### config.mk
export PLATFORM = sky130hd
export DESIGN_NAME = two_stack_queue_core_flat
export DESIGN_NICKNAME = d
export VERILOG_FILES = /design/src/hdl/tsq_pkg.sv /design/src/hdl/tsq_if.sv /design/src/hdl/two_stack_queue_core.sv /design/src/flat_wrapper.sv
export SDC_FILE = /design/constraint.sdc
export NUM_CORES = 1
export LEC_CHECK = 0
export BUFFER_PORTS_ARGS = -buffer_cell sky130_fd_sc_hd__buf_2
export CORE_ASPECT_RATIO = 0.6
export CORE_MARGIN = 10
export CORE_UTILIZATION = 60
export DETAILED_ROUTE_END_ITERATION = 10
export GPL_TIMING_DRIVEN = 0
export MAX_ROUTING_LAYER = met4
export PLACE_DENSITY = 0.79
export SLEW_MARGIN = 0
export SYNTH_ARGS = -nofsm -noshare
export SYNTH_HDL_FRONTEND = slang
export SYNTH_SLANG_ARGS = --single-unit
### constraint.sdc
create_clock -name clk -period 4.8 [get_ports clk]
set_input_delay 0.24 -clock clk [delete_from_list [all_inputs] [get_ports clk]]
set_output_delay 0.24 -clock clk [all_outputs]
set_load 0.02 [all_outputs]
### src/hdl/tsq_pkg.sv
// shared constants and codes for the two-stack queue
`default_nettype none

package tsq_pkg;

  localparam int OP_W     = 2;
  localparam int IDX_W    = 5;
  localparam int COUNT_W  = 6;
  localparam int STATUS_W = 2;
  localparam int CAP_W    = 5;

  // capacity register value after reset
  localparam int CAP_RESET = 16;

  localparam logic [OP_W-1:0] OP_PUSH = 2'd0;
  localparam logic [OP_W-1:0] OP_POP  = 2'd1;
  localparam logic [OP_W-1:0] OP_READ = 2'd2;

  localparam logic [STATUS_W-1:0] ST_OK        = 2'd0;
  localparam logic [STATUS_W-1:0] ST_PUSH_FULL = 2'd1;
  localparam logic [STATUS_W-1:0] ST_POP_EMPTY = 2'd2;
  localparam logic [STATUS_W-1:0] ST_RANGE     = 2'd3;

endpackage

`default_nettype wire

### src/hdl/tsq_if.sv
// command and result channel interfaces of the two-stack queue
`default_nettype none

interface tsq_in_if #(
  parameter int DATA_WIDTH = 32
) ();
  logic                             valid;
  logic                             ready;
  logic [tsq_pkg::OP_W-1:0]         operation;
  logic signed [DATA_WIDTH-1:0]     value_in;
  logic [tsq_pkg::IDX_W-1:0]        index;

  modport source(output valid, operation, value_in, index, input ready);
  modport sink(input valid, operation, value_in, index, output ready);
endinterface

interface tsq_out_if #(
  parameter int DATA_WIDTH = 32
) ();
  logic                             valid;
  logic                             ready;
  logic signed [DATA_WIDTH-1:0]     value_out;
  logic [tsq_pkg::COUNT_W-1:0]      count;
  logic                             is_full;
  logic [tsq_pkg::STATUS_W-1:0]     status;

  modport source(output valid, value_out, count, is_full, status, input ready);
  modport sink(input valid, value_out, count, is_full, status, output ready);
endinterface

`default_nettype wire

### src/hdl/two_stack_queue_core.sv
// fifo queue made of two bounded stacks with a one-element-per-cycle reload sequencer
// flow: push without reload and errors go straight to S_DONE; pop and read pass S_WAIT
//   for the memory read; a reload runs S_MOVE over the input stack before S_PUSH or S_POP
// one command at a time: the next is taken only after the result has left S_DONE,
//   which holds while out_chan has not yet taken the previous result
// reset: synchronous active-low rst_n empties both stacks and sets capacity to 16;
//   stack memories are not cleared, a capacity write also empties the queue
`default_nettype none

module two_stack_queue_core #(
  parameter int STACK_DEPTH = 16,
  parameter int DATA_WIDTH  = 32
) (
  input  wire logic                      clk,
  input  wire logic                      rst_n,
  input  wire logic                      cfg_wr_en,
  input  wire logic [tsq_pkg::CAP_W-1:0] cfg_wr_data,
  tsq_in_if.sink                         in_chan,
  tsq_out_if.source                      out_chan
);

  localparam int TOP_W   = $clog2(STACK_DEPTH + 1);
  localparam int ADDR_W  = (STACK_DEPTH > 1) ? $clog2(STACK_DEPTH) : 1;
  localparam int SUM_W   = TOP_W + 1;
  localparam int IW      = (SUM_W > tsq_pkg::IDX_W) ? SUM_W : tsq_pkg::IDX_W;
  localparam int CW      = (TOP_W > tsq_pkg::CAP_W) ? TOP_W : tsq_pkg::CAP_W;
  localparam int RST_CAP = (tsq_pkg::CAP_RESET > STACK_DEPTH) ? STACK_DEPTH
                                                               : tsq_pkg::CAP_RESET;

  typedef enum logic [2:0] {
    S_IDLE,
    S_MOVE,
    S_PUSH,
    S_POP,
    S_WAIT,
    S_DONE
  } state_t;

  typedef enum logic [1:0] {
    SRC_NONE,
    SRC_IN,
    SRC_OUT
  } src_t;

  state_t                         state_r;
  state_t                         after_r;
  src_t                           src_r;
  logic [TOP_W-1:0]               cap_r;
  logic [TOP_W-1:0]               in_top_r;
  logic [TOP_W-1:0]               out_top_r;
  logic [TOP_W-1:0]               mv_cnt_r;
  logic [TOP_W-1:0]               mv_n_r;
  logic [DATA_WIDTH-1:0]          val_r;
  logic [DATA_WIDTH-1:0]          res_r;
  logic [tsq_pkg::STATUS_W-1:0]   status_r;

  logic                           out_valid_r;
  logic [DATA_WIDTH-1:0]          out_value_r;
  logic [tsq_pkg::COUNT_W-1:0]    out_count_r;
  logic                           out_full_r;
  logic [tsq_pkg::STATUS_W-1:0]   out_status_r;

  logic [DATA_WIDTH-1:0]          in_mem  [STACK_DEPTH];
  logic [DATA_WIDTH-1:0]          out_mem [STACK_DEPTH];
  logic [DATA_WIDTH-1:0]          in_rdata_r;
  logic [DATA_WIDTH-1:0]          out_rdata_r;

  logic                           in_we;
  logic [ADDR_W-1:0]              in_waddr;
  logic [DATA_WIDTH-1:0]          in_wdata;
  logic [ADDR_W-1:0]              in_raddr;
  logic                           out_we;
  logic [ADDR_W-1:0]              out_waddr;
  logic [ADDR_W-1:0]              out_raddr;

  logic                           accept;
  logic                           emit;
  logic                           full;
  logic                           need_reload;
  logic [SUM_W-1:0]               total;
  logic [IW-1:0]                  idx_ext;
  logic [IW-1:0]                  total_ext;
  logic [IW-1:0]                  otop_ext;
  logic [CW-1:0]                  cfg_ext;
  logic [TOP_W-1:0]               cap_in;

  // a capacity write takes the cycle, no command beat alongside it
  assign in_chan.ready      = (state_r == S_IDLE) && !cfg_wr_en;
  assign accept             = in_chan.valid && in_chan.ready;
  assign emit               = (state_r == S_DONE) && (!out_valid_r || out_chan.ready);

  assign out_chan.valid     = out_valid_r;
  assign out_chan.value_out = out_value_r;
  assign out_chan.count     = out_count_r;
  assign out_chan.is_full   = out_full_r;
  assign out_chan.status    = out_status_r;

  assign total       = SUM_W'(in_top_r) + SUM_W'(out_top_r);
  assign full        = (out_top_r != '0) && (in_top_r >= cap_r);
  assign need_reload = (in_top_r >= cap_r) && (out_top_r == '0);
  assign idx_ext     = IW'(in_chan.index);
  assign total_ext   = IW'(total);
  assign otop_ext    = IW'(out_top_r);

  // capacity clamped to 1..STACK_DEPTH when written
  assign cfg_ext = CW'(cfg_wr_data);
  always_comb begin
    if (cfg_ext == '0) begin
      cap_in = TOP_W'(1);
    end else if (cfg_ext > CW'(STACK_DEPTH)) begin
      cap_in = TOP_W'(STACK_DEPTH);
    end else begin
      cap_in = TOP_W'(cfg_ext);
    end
  end

  // memory port steering
  always_comb begin
    in_we     = 1'b0;
    in_waddr  = ADDR_W'(in_top_r);
    in_wdata  = val_r;
    if (state_r == S_PUSH) begin
      in_we = 1'b1;
    end else if (accept && in_chan.operation == tsq_pkg::OP_PUSH && !full && !need_reload) begin
      in_we    = 1'b1;
      in_wdata = in_chan.value_in;
    end

    // reload reads from the top of the input stack downward
    if (state_r == S_MOVE) begin
      in_raddr = ADDR_W'(mv_n_r - TOP_W'(1) - mv_cnt_r);
    end else begin
      in_raddr = ADDR_W'(idx_ext - otop_ext);
    end

    // the write uses the registered read data, so it trails the read into the next cycle
    out_we    = (state_r == S_MOVE) && (mv_cnt_r != '0);
    out_waddr = ADDR_W'(mv_cnt_r - TOP_W'(1));

    if (state_r == S_POP || in_chan.operation == tsq_pkg::OP_POP) begin
      out_raddr = ADDR_W'(out_top_r - TOP_W'(1));
    end else begin
      out_raddr = ADDR_W'(otop_ext - IW'(1) - idx_ext);
    end
  end

  always_ff @(posedge clk) begin
    if (in_we) begin
      in_mem[in_waddr] <= in_wdata;
    end
    in_rdata_r <= in_mem[in_raddr];
  end

  always_ff @(posedge clk) begin
    if (out_we) begin
      out_mem[out_waddr] <= in_rdata_r;
    end
    out_rdata_r <= out_mem[out_raddr];
  end

  always_ff @(posedge clk) begin
    if (!rst_n) begin
      state_r     <= S_IDLE;
      after_r     <= S_PUSH;
      cap_r       <= TOP_W'(RST_CAP);
      in_top_r    <= '0;
      out_top_r   <= '0;
      mv_cnt_r    <= '0;
      mv_n_r      <= '0;
      out_valid_r <= 1'b0;
    end else begin
      if (emit && !cfg_wr_en) begin
        out_valid_r <= 1'b1;
      end else if (out_chan.ready) begin
        out_valid_r <= 1'b0;
      end

      if (cfg_wr_en) begin
        // capacity write empties the queue
        cap_r     <= cap_in;
        in_top_r  <= '0;
        out_top_r <= '0;
      end else begin
        case (state_r)
          S_IDLE: begin
            if (accept) begin
              status_r <= tsq_pkg::ST_OK;
              src_r    <= SRC_NONE;
              val_r    <= in_chan.value_in;
              res_r    <= '0;
              state_r  <= S_DONE;
              case (in_chan.operation)
                tsq_pkg::OP_PUSH: begin
                  if (full) begin
                    status_r <= tsq_pkg::ST_PUSH_FULL;
                  end else if (need_reload) begin
                    mv_cnt_r <= '0;
                    mv_n_r   <= in_top_r;
                    after_r  <= S_PUSH;
                    state_r  <= S_MOVE;
                  end else begin
                    in_top_r <= in_top_r + TOP_W'(1);
                  end
                end
                tsq_pkg::OP_POP: begin
                  if (total == '0) begin
                    status_r <= tsq_pkg::ST_POP_EMPTY;
                  end else if (out_top_r == '0) begin
                    mv_cnt_r <= '0;
                    mv_n_r   <= in_top_r;
                    after_r  <= S_POP;
                    state_r  <= S_MOVE;
                  end else begin
                    out_top_r <= out_top_r - TOP_W'(1);
                    src_r     <= SRC_OUT;
                    state_r   <= S_WAIT;
                  end
                end
                tsq_pkg::OP_READ: begin
                  if (idx_ext >= total_ext) begin
                    status_r <= tsq_pkg::ST_RANGE;
                  end else if (idx_ext < otop_ext) begin
                    src_r   <= SRC_OUT;
                    state_r <= S_WAIT;
                  end else begin
                    src_r   <= SRC_IN;
                    state_r <= S_WAIT;
                  end
                end
                default: begin
                  state_r <= S_DONE;
                end
              endcase
            end
          end
          S_MOVE: begin
            if (mv_cnt_r == mv_n_r) begin
              out_top_r <= mv_n_r;
              in_top_r  <= '0;
              state_r   <= after_r;
            end else begin
              mv_cnt_r <= mv_cnt_r + TOP_W'(1);
            end
          end
          S_PUSH: begin
            in_top_r <= in_top_r + TOP_W'(1);
            state_r  <= S_DONE;
          end
          S_POP: begin
            out_top_r <= out_top_r - TOP_W'(1);
            src_r     <= SRC_OUT;
            state_r   <= S_WAIT;
          end
          S_WAIT: begin
            case (src_r)
              SRC_IN:  res_r <= in_rdata_r;
              SRC_OUT: res_r <= out_rdata_r;
              default: res_r <= '0;
            endcase
            state_r <= S_DONE;
          end
          S_DONE: begin
            if (emit) begin
              out_value_r  <= res_r;
              out_count_r  <= tsq_pkg::COUNT_W'(total);
              out_full_r   <= full;
              out_status_r <= status_r;
              state_r      <= S_IDLE;
            end
          end
          default: begin
            state_r <= S_IDLE;
          end
        endcase
      end
    end
  end

`ifndef SYNTHESIS
  a_in_top_cap: assert property (@(posedge clk) disable iff (!rst_n)
    in_top_r <= cap_r)
    else $error("input stack above capacity");

  a_out_top_depth: assert property (@(posedge clk) disable iff (!rst_n)
    out_top_r <= TOP_W'(STACK_DEPTH))
    else $error("output stack above depth");

  a_move_bound: assert property (@(posedge clk) disable iff (!rst_n)
    state_r == S_MOVE |-> mv_cnt_r <= mv_n_r)
    else $error("reload counter overran");

  a_empty_count: assert property (@(posedge clk) disable iff (!rst_n)
    (out_valid_r && out_status_r == tsq_pkg::ST_POP_EMPTY) |-> out_count_r == '0)
    else $error("pop on empty reported nonzero count");
`endif

endmodule

`default_nettype wire

### src/flat_wrapper.sv
// flat-port wrapper written by rule: the top's interface ports become plain ports
module two_stack_queue_core_flat 
#(
  parameter int STACK_DEPTH = 16,
  parameter int DATA_WIDTH  = 32
)
  (clk, rst_n, cfg_wr_en, cfg_wr_data, in_chan_valid, in_chan_operation, in_chan_value_in, in_chan_index, in_chan_ready, out_chan_valid, out_chan_value_out, out_chan_count, out_chan_is_full, out_chan_status, out_chan_ready);
  tsq_in_if #(.DATA_WIDTH(DATA_WIDTH)) in_chan_i ();
  tsq_out_if #(.DATA_WIDTH(DATA_WIDTH)) out_chan_i ();
  input  wire logic clk;
  input  wire logic rst_n;
  input  wire logic cfg_wr_en;
  input  wire logic [tsq_pkg::CAP_W-1:0] cfg_wr_data;
  input wire logic [$bits(in_chan_i.valid)-1:0] in_chan_valid;
  input wire logic [$bits(in_chan_i.operation)-1:0] in_chan_operation;
  input wire logic [$bits(in_chan_i.value_in)-1:0] in_chan_value_in;
  input wire logic [$bits(in_chan_i.index)-1:0] in_chan_index;
  output wire logic [$bits(in_chan_i.ready)-1:0] in_chan_ready;
  output wire logic [$bits(out_chan_i.valid)-1:0] out_chan_valid;
  output wire logic [$bits(out_chan_i.value_out)-1:0] out_chan_value_out;
  output wire logic [$bits(out_chan_i.count)-1:0] out_chan_count;
  output wire logic [$bits(out_chan_i.is_full)-1:0] out_chan_is_full;
  output wire logic [$bits(out_chan_i.status)-1:0] out_chan_status;
  input wire logic [$bits(out_chan_i.ready)-1:0] out_chan_ready;
  assign in_chan_i.valid = in_chan_valid;
  assign in_chan_i.operation = in_chan_operation;
  assign in_chan_i.value_in = in_chan_value_in;
  assign in_chan_i.index = in_chan_index;
  assign in_chan_ready = in_chan_i.ready;
  assign out_chan_valid = out_chan_i.valid;
  assign out_chan_value_out = out_chan_i.value_out;
  assign out_chan_count = out_chan_i.count;
  assign out_chan_is_full = out_chan_i.is_full;
  assign out_chan_status = out_chan_i.status;
  assign out_chan_i.ready = out_chan_ready;
  two_stack_queue_core #(.STACK_DEPTH(STACK_DEPTH), .DATA_WIDTH(DATA_WIDTH)) u_core (.clk(clk), .rst_n(rst_n), .cfg_wr_en(cfg_wr_en), .cfg_wr_data(cfg_wr_data), .in_chan(in_chan_i), .out_chan(out_chan_i));
endmodule
==> results.md, run 1 <==
* Outcome: finished clean
* Reg-to-reg startpoint: u_core.mv_cnt_r[2]$_SDFFE_PN0P_
* Gpl congestion at ~0.89
* Crit-path slowest cell: and2_2
* Clock Latency Late Sink at between 700 and 800 ps
* CP Max Fanout at 20
* I/O pins at just over 90
* CTS tree: built
* Post-DP HPWL at about 71,000 um
* VDD IR max at about 0.00032 V
* CP arrival at about 4700 ps
* Yosys reg bits at roughly 1,200
* Worst slew pin tran at roughly 1000 ps
* H-tree level count at 3
* CP Capture Type: flip-flop
* # port buffers at 90
* Most used DFF post-synth: edfxtp_1
* Crit path kind: reg2reg
* Cell family with the largest share of critical-path delay: simple AND/OR/NAND/NOR gates
* Starting DRC count in detailed routing at between 3,000 and 4,000
* Tmin final at between 4000 and 5000 ps
* Slew headroom at 0.3032
* Worst hold-check path type: in2reg
* Final Hold Viols at 0
* Clock buffer count from CTS at 105
* Die Y-Extent at ~240 um
* Clock slew at reported path FFs at approximately 70 ps
* P_leak at about 0.019 uW
* Final hold slack at about 83 ps
* Number of remaining DRC errors at 0
* Worst-path cell chain: clkbuf_1 > inv_1 > ha_1 > nand3_1 > nor3b_2 > nand2_1 > o311a_1 > or3_1 > nor3b_1 > and2_2 > buf_16
* Core area at between 0.07 and 0.08 sq mm
* Worst Setup Start Kind: flip-flop
* Area leader, netlist: edfxtp_1
* Initial antenna violation count at 0
* Hold_sp: in_chan_operation[1]
* Tcrit/Tclk final at 0.8818
* Total GRT Usage at 0.2417
* Synth area leaders: edfxtp_1 (70%), mux2i_1 (12%), mux4_2 (6.0%), dfxtp_1 (3.9%), ha_1 (1.1%)
* Top cells by count, synth: edfxtp_1 (1,133), mux2i_1 (588), mux4_2 (128)
* Largest stage delay, worst path at a little over 800 ps
* Clock Tree Buf Depth at 3
* Syn avg cell area at slightly below 20 sq um
* Global-route wire length before repair at 162,500 um
* Final Util at 0.6894
* Clk sink count at between 1,000 and 1,500
* Syn Std Cell Area at between 0.04 and 0.05 sq mm
* EDFF count, synth at 1,133
* PwrDens at 436.9 mW/mm^2
* Area fraction of the dominant cell type after synthesis at 0.7030
* Buf+Inv Stages, Crit Path at 3
* FILL cells at about 4,800
* Syn Nets at 2,604
* Vias in the first global route at between 20,000 and 25,000
* Max Clock Skew at approximately 23 ps
* Layout Nets at 2,883
* Synth-to-layout area growth at 13.50%
* Starting Density at 0.6074
* Number of setup buffers added after CTS at 0
* Warnings from Yosys at 0
* # setup viols final at 0
* Post-synth cell types at 64
* Largest net degree at the start of global routing at 30
* Pins Over Slew Limit at 0
* Post-DRT Antenna Nets at 0
* Data required, critical path at approximately 5200 ps
* Clk root buf: clkbuf_16
* Vias at ~25,000
* Register area share after synthesis at 0.7419
* Fin Setup TNS at 0 ps
* Total gr overflow at 0
* RSZ-0062 raised after global routing: no
* Antenna Cells at 0
* Asr flop ratio synth at 0
* Multi-input gate area at ~0.012 sq mm
* Count leader, synth: edfxtp_1
* Instance count of the mapped netlist at between 2,000 and 3,000
* DR vias/cell at ~6.3
* Pre-antenna DRT Iters at 6
* Max_cap viols at 0
* Rows at 80
* Die area at between 0.09 and 0.1 sq mm
* Share of cells above drive strength 1 at 0.1923
* Die X at just under 400 um
* Setup crit start: u_core.mv_cnt_r[2]$_SDFFE_PN0P_
* Routed len/inst at approximately 28 um
* Highest clock rate at 236.3 MHz
* Sequential cell area at about 0.036 sq mm
* WL final at between 100,000 and 150,000 um
metrics by stage:
step           std cells  total power [uW]  cell area (sq um)  setup slack [ps]
2_1_floorplan       2510             14820              48390             389.1
3_3_place_gp        3666             15660              50180             -1873
3_5_place_dp        3704             15810              51120             711.7
4_1_cts             3947             24060              54930             694.4
5_1_grt             3947             24720              54930             433.2
6_report            3947             24000              54930             567.5
report_power, final:
part           total [uW]  switching, uW  internal, uW
Clock                8340           3780          4560
Combinational        2630           1500          1130
Sequential          13000            560         12500
Total               24000           5840         18200
worst reg2reg max path, delay by kind of cell, from the launching register on:
kind | cells | cell delay, ps
AND/OR/NAND/NOR | 6 | 2280
flip-flops | 1 | 340
buffers and inverters | 3 | 740
AO/OA/AOI/OAI | 1 | 200
adder cells (fa/ha/maj) | 1 | 360
cells in the final DEF (no fill, tap or decap), drive strengths merged, types with 4 or more instances in the layout:
cell type / n
o21a: 4
mux2i: 588
clkbuf: 176
and2: 23
dfxtp: 94
bufinv: 7
inv: 33
nand2: 39
mux4: 128
clkinvlp: 5
ha: 42
o21ai: 28
nor3b: 6
edfxtp: 1133
a22oi: 32
nand2b: 8
nor2b: 15
nor3: 12
nor2: 73
xor2: 6
mux2: 32
nand3: 12
xnor2: 8
clkinv: 44
dlygate4sd3: 44
buf: 210
a21oi: 22
a21o: 7
cells by family after synthesis:
| logic type | Yosys count | share of synthesized area |
|---|---|---|
| fa+ha+maj | 45 | 0.01210 |
| simple gates | 205 | 0.02081 |
| mux | 748 | 0.1886 |
| compound gates | 123 | 0.01732 |
| flops | 1227 | 0.7419 |
| buf+inv | 148 | 0.01668 |
| xor+xnor | 14 | 0.002534 |
sequential cells by signal (all words and copies together) (netlist names), 5 cells and up:
| name | count |
|---|---|
| u_core.cap_r | 5 |
| u_core.in_rdata_r | 32 |
| u_core.res_r | 32 |
| u_core.in_top_r | 5 |
| u_core.out_rdata_r | 32 |
| u_core.out_mem | 512 |
| u_core.mv_n_r | 5 |
| u_core.out_top_r | 5 |
| u_core.out_chan.value_out | 32 |
| u_core.val_r | 32 |
| u_core.out_chan.count | 6 |
| u_core.mv_cnt_r | 5 |
| u_core.in_mem | 512 |
final timing paths:
check	end	slack (ps)	cells past startpoint
worst max-delay path	u_core.in_mem[9][7]$_DFFE_PP_	570	11
worst min register to register	u_core.out_chan.value_out[10]$_DFFE_PP_	410	0
worst min-delay path	u_core.src_r[1]$_SDFFCE_PP1P_	80	4
worst max register to register	u_core.in_mem[9][7]$_DFFE_PP_	570	11
timing repair:
item,4_1_cts,5_1_grt
endpoints found under the hold margin,41,0
hold buffers,44,0
setup endpoints to repair,0,0
resized for setup,0,0
area by class of cell:
cell class                      count  area share
Multi-Input combinational cell   1135      0.2154
Buffer                            119     0.01271
Clock buffer                      139     0.05166
Inverter                           29    0.001982
Timing Repair Buffer              172     0.03073
Clock inverter                     60    0.009590
Sequential cell                  1227      0.6537
Tap cell                         1066     0.02428
layer usage:
layer | part of all wire | vias to the layer above | global-route usage
met4 | 0.026 | 0 | 0.06673
li1 | - | 10570 | -
met1 | 0.44 | 12590 | 0.3576
met2 | 0.43 | 1393 | 0.3408
met3 | 0.10 | 206 | 0.05015
met5 | 0 | - | -
Note: power is estimated with default switching activity, not from simulation.
==> inputs of run 2 (changes only) <==
- CORE_ASPECT_RATIO: 0.6 -> 1.2
- CTS_CLUSTER_SIZE: default -> 24
- clock period: 4.8 -> 3.95 ns (I/O delays scaled with it)
==> run 2 against run 1 <==
Clock skew is 12 ps higher. Non-clock buffer count is 5 lower. The run now ends with antenna violations left. Largest cell class unchanged. Final area grew 0.53%. Power rose by 24%. First-iteration DRC count down 20%. Flip-flop and latch count is the same. Die area fell by 0.35%. Worst setup slack lost 370 ps.
==> results.md, run 2 (same netlist as run 1, synthesis figures left out) <==
* Outcome: complete, but fails checks
* Failing checks: antenna violations
* Clock Latency Late Sink at 690 ps (-30 ps)
* Worst Setup Start Kind: flip-flop
* Global-route met3 utilization at 0.03295 (-0.01721)
* Starting DRC count in detailed routing at 2,741 (-20%)
* Clock Tree Buf Depth at 3 (unchanged)
* Max Clock Skew at 35.33 ps (+12.36 ps)
* Max_cap viols at 0 (unchanged)
* Global-route wire length before repair at 161,900 um (-0.37%)
* I/O pins at 92 (unchanged)
* # port buffers at 90 (unchanged)
* Crit path kind: reg2reg
* Post-Place Worst Slack at 116.5 ps (-595.2 ps)
* GRT busiest layer: met2
* Data required, critical path at 4310 ps (-900 ps)
* Post-DP HPWL at 68,260 um (-4.5%)
* WL final at 108,600 um (-0.84%)
* Final worst slack at 194.0 ps (-373.4 ps)
* Share of cells above drive strength 1 at 0.1954 (+0.003064)
* Die Y-Extent at 331.1 um (+38%)
* Reg2reg setup slack at 190 ps (-370 ps)
* Tcrit/Tclk final at 0.9509 (+0.06910)
* Worst hold-check path type: in2reg
* Tmin final at 3756 ps (-476.6 ps)
* Cells after DPL at 3,679 (-0.67%)
* Clock power share at 0.361 (+0.014)
* Layout Cells excl Fill at 3,937 (-0.25%)
* Gpl congestion at 0.8917 (-0.20%)
* VDD IR max at 0.0004607 V (+46%)
* CP Max Fanout at 22 (+10%)
* FILL cells at 4,770 (-1.2%)
* Sequential share of power at 0.532 (-0.011)
* Combinational share of power at 0.107 (-0.003)
* Commonest cells after routing, fill and taps aside: edfxtp_1 (1,133), mux2i_1 (588), mux4_2 (128)
* Clock buffer count from CTS at 112 (+6.7%)
* Routed len/inst at 27.59 um (-0.58%)
* Total gr overflow at 0 (unchanged)
* Final Hold Viols at 0 (unchanged)
* CTS tree: built
* Initial antenna violation count at 5 (+5)
* Clk sink count at 1,227 (unchanged)
* CP Capture Type: flip-flop
* Switching power at 7162 uW (+23%)
* Sw frac at 0.2403 (-0.002984)
* P_leak at 0.01955 uW (+0.82%)
* Die area at 0.09246 sq mm (-0.35%)
* Clock slew at reported path FFs at 70 ps (about the same)
* Worst slew pin tran at 1102 ps (+57.20 ps)
* Internal power at 22,640 uW (+25%)
* Starting Density at 0.6026 (-0.004751)
* Number of setup buffers added after CTS at 0 (unchanged)
* Die X at 279.3 um (-28%)
* Vias at 24,560 (-0.84%)
* Clk root buf: clkbuf_16
* PwrDens at 539.8 mW/mm^2 (+24%)
* Regs by FF count: u_core.in_mem x512, u_core.out_mem x512
* Layout Nets at 2,885 (+0.069%)
* Vias in the first global route at 25,760 (+3.8%)
* H-tree level count at 3 (unchanged)
* Leading cell type in the layout, fill and taps excluded: edfxtp_1
* Post-DRT Antenna Nets at 1 (+1)
* Total GRT Usage at 0.2425 (+0.0007289)
* DR vias/cell at 6.237 (-0.58%)
* Core area at 0.08030 sq mm (+0.79%)
* Synth-to-layout area growth at 14.10%
* Routing usage on met1 at 0.2862 (-0.07138)
* CP arrival at 4120 ps (-530 ps)
* Pins Over Slew Limit at 0 (unchanged)
* Rows at 114 (+43%)
* Largest net degree at the start of global routing at 35 (+17%)
* Total Power at 29,810 uW (+24%)
* Pre-antenna DRT Iters at 5 (-1)
* Met2 usage at 0.4243 (+0.08356)
* Highest clock rate at 266.2 MHz (+13%)
* Number of remaining DRC errors at 0 (unchanged)
* Slew headroom at 0.2650 (-0.03814)
* # setup viols final at 0 (unchanged)
run 2: changes by cell type in the layout (fill, tap and decap cells not counted), sizes merged:
cell | before | now
clkinv | 44 | 41
bufinv | 7 | 10
dlygate4sd3 | 44 | 43
diode | 0 | 6
buf | 210 | 207
clkbuf | 176 | 190
clkinvlp | 5 | 3
inv | 33 | 31
run 2: final cells by class:
type | instances | area, sq um | share of cell area
clock inverter | 56 | 584.3 | 0.01058
tap | 1044 | 1306 | 0.02366
multi-input combinational | 1135 | 11850 | 0.2145
inverter | 29 | 108.9 | 0.001971
timing repair buffer | 168 | 1677 | 0.03036
clock buffer | 154 | 3082 | 0.05581
antenna | 6 | 15.01 | 0.0002719
buffer | 118 | 694.4 | 0.01258
sequential | 1227 | 35900 | 0.6502
run 2: final timing paths:
path,start,to,depth (start not counted)
min reg2reg,u_core.res_r[7]$_SDFFCE_PP0P_,u_core.out_chan.value_out[7]$_DFFE_PP_,0
max reg2reg,u_core.in_top_r[0]$_SDFFE_PN0P_,u_core.in_mem[1][5]$_DFFE_PP_,10
max,u_core.in_top_r[0]$_SDFFE_PN0P_,u_core.in_mem[1][5]$_DFFE_PP_,10
min,in_chan_operation[1],u_core.src_r[1]$_SDFFCE_PP1P_,4
run 2: timing repair:
item / in CTS / in global routing
resized for setup: 0 / 6
setup endpoints to repair: 0 / 327
endpoints found under the hold margin: 44 / 0
hold buffers: 43 / 0
run 2: critical path, cell delays in order (launching register included):
cell and delay [ps]:
dfxtp_1 510, inv_1 140, ha_1 320, nor2b_1 100
o21ai_0 130, a31o_2 290, o311a_1 380, or3_1 430
nor3_1 380, and2_2 470, buf_12 260
run 2: metal layers:
| metal | wire (um) | share of wire | up-vias |
|---|---|---|---|
| met2 | 57490 | 0.53 | 1119 |
| met4 | 3226 | 0.030 | 0 |
| li1 | - | - | 10540 |
| met5 | 0 | 0 | - |
| met3 | 7059 | 0.065 | 238 |
| met1 | 40840 | 0.38 | 12660 |
run 2: power by group through the flow:
stage               logic [uW]  clock network (uW)  registers (uW)
global placement          3010                   0           16000
global route              3370               11300           15900
detailed placement        3120                   0           16100
floorplan                 2190                   0           15800
CTS                       3190               10800           15800
finish                    3200               10700           15900
run 2: metrics by stage:
stage,hold slack (ps),setup TNS [ps],util,cell area [sq um]
after floorplan,296.4,0,-,48400
after global placement,389.6,-883380,0.6246,50160
after detailed placement,390.3,0,0.6363,51100
after CTS,21.03,0,0.6873,55200
after global routing,70.16,-1691,0.6874,55200
final,54.77,0,0.6876,55220
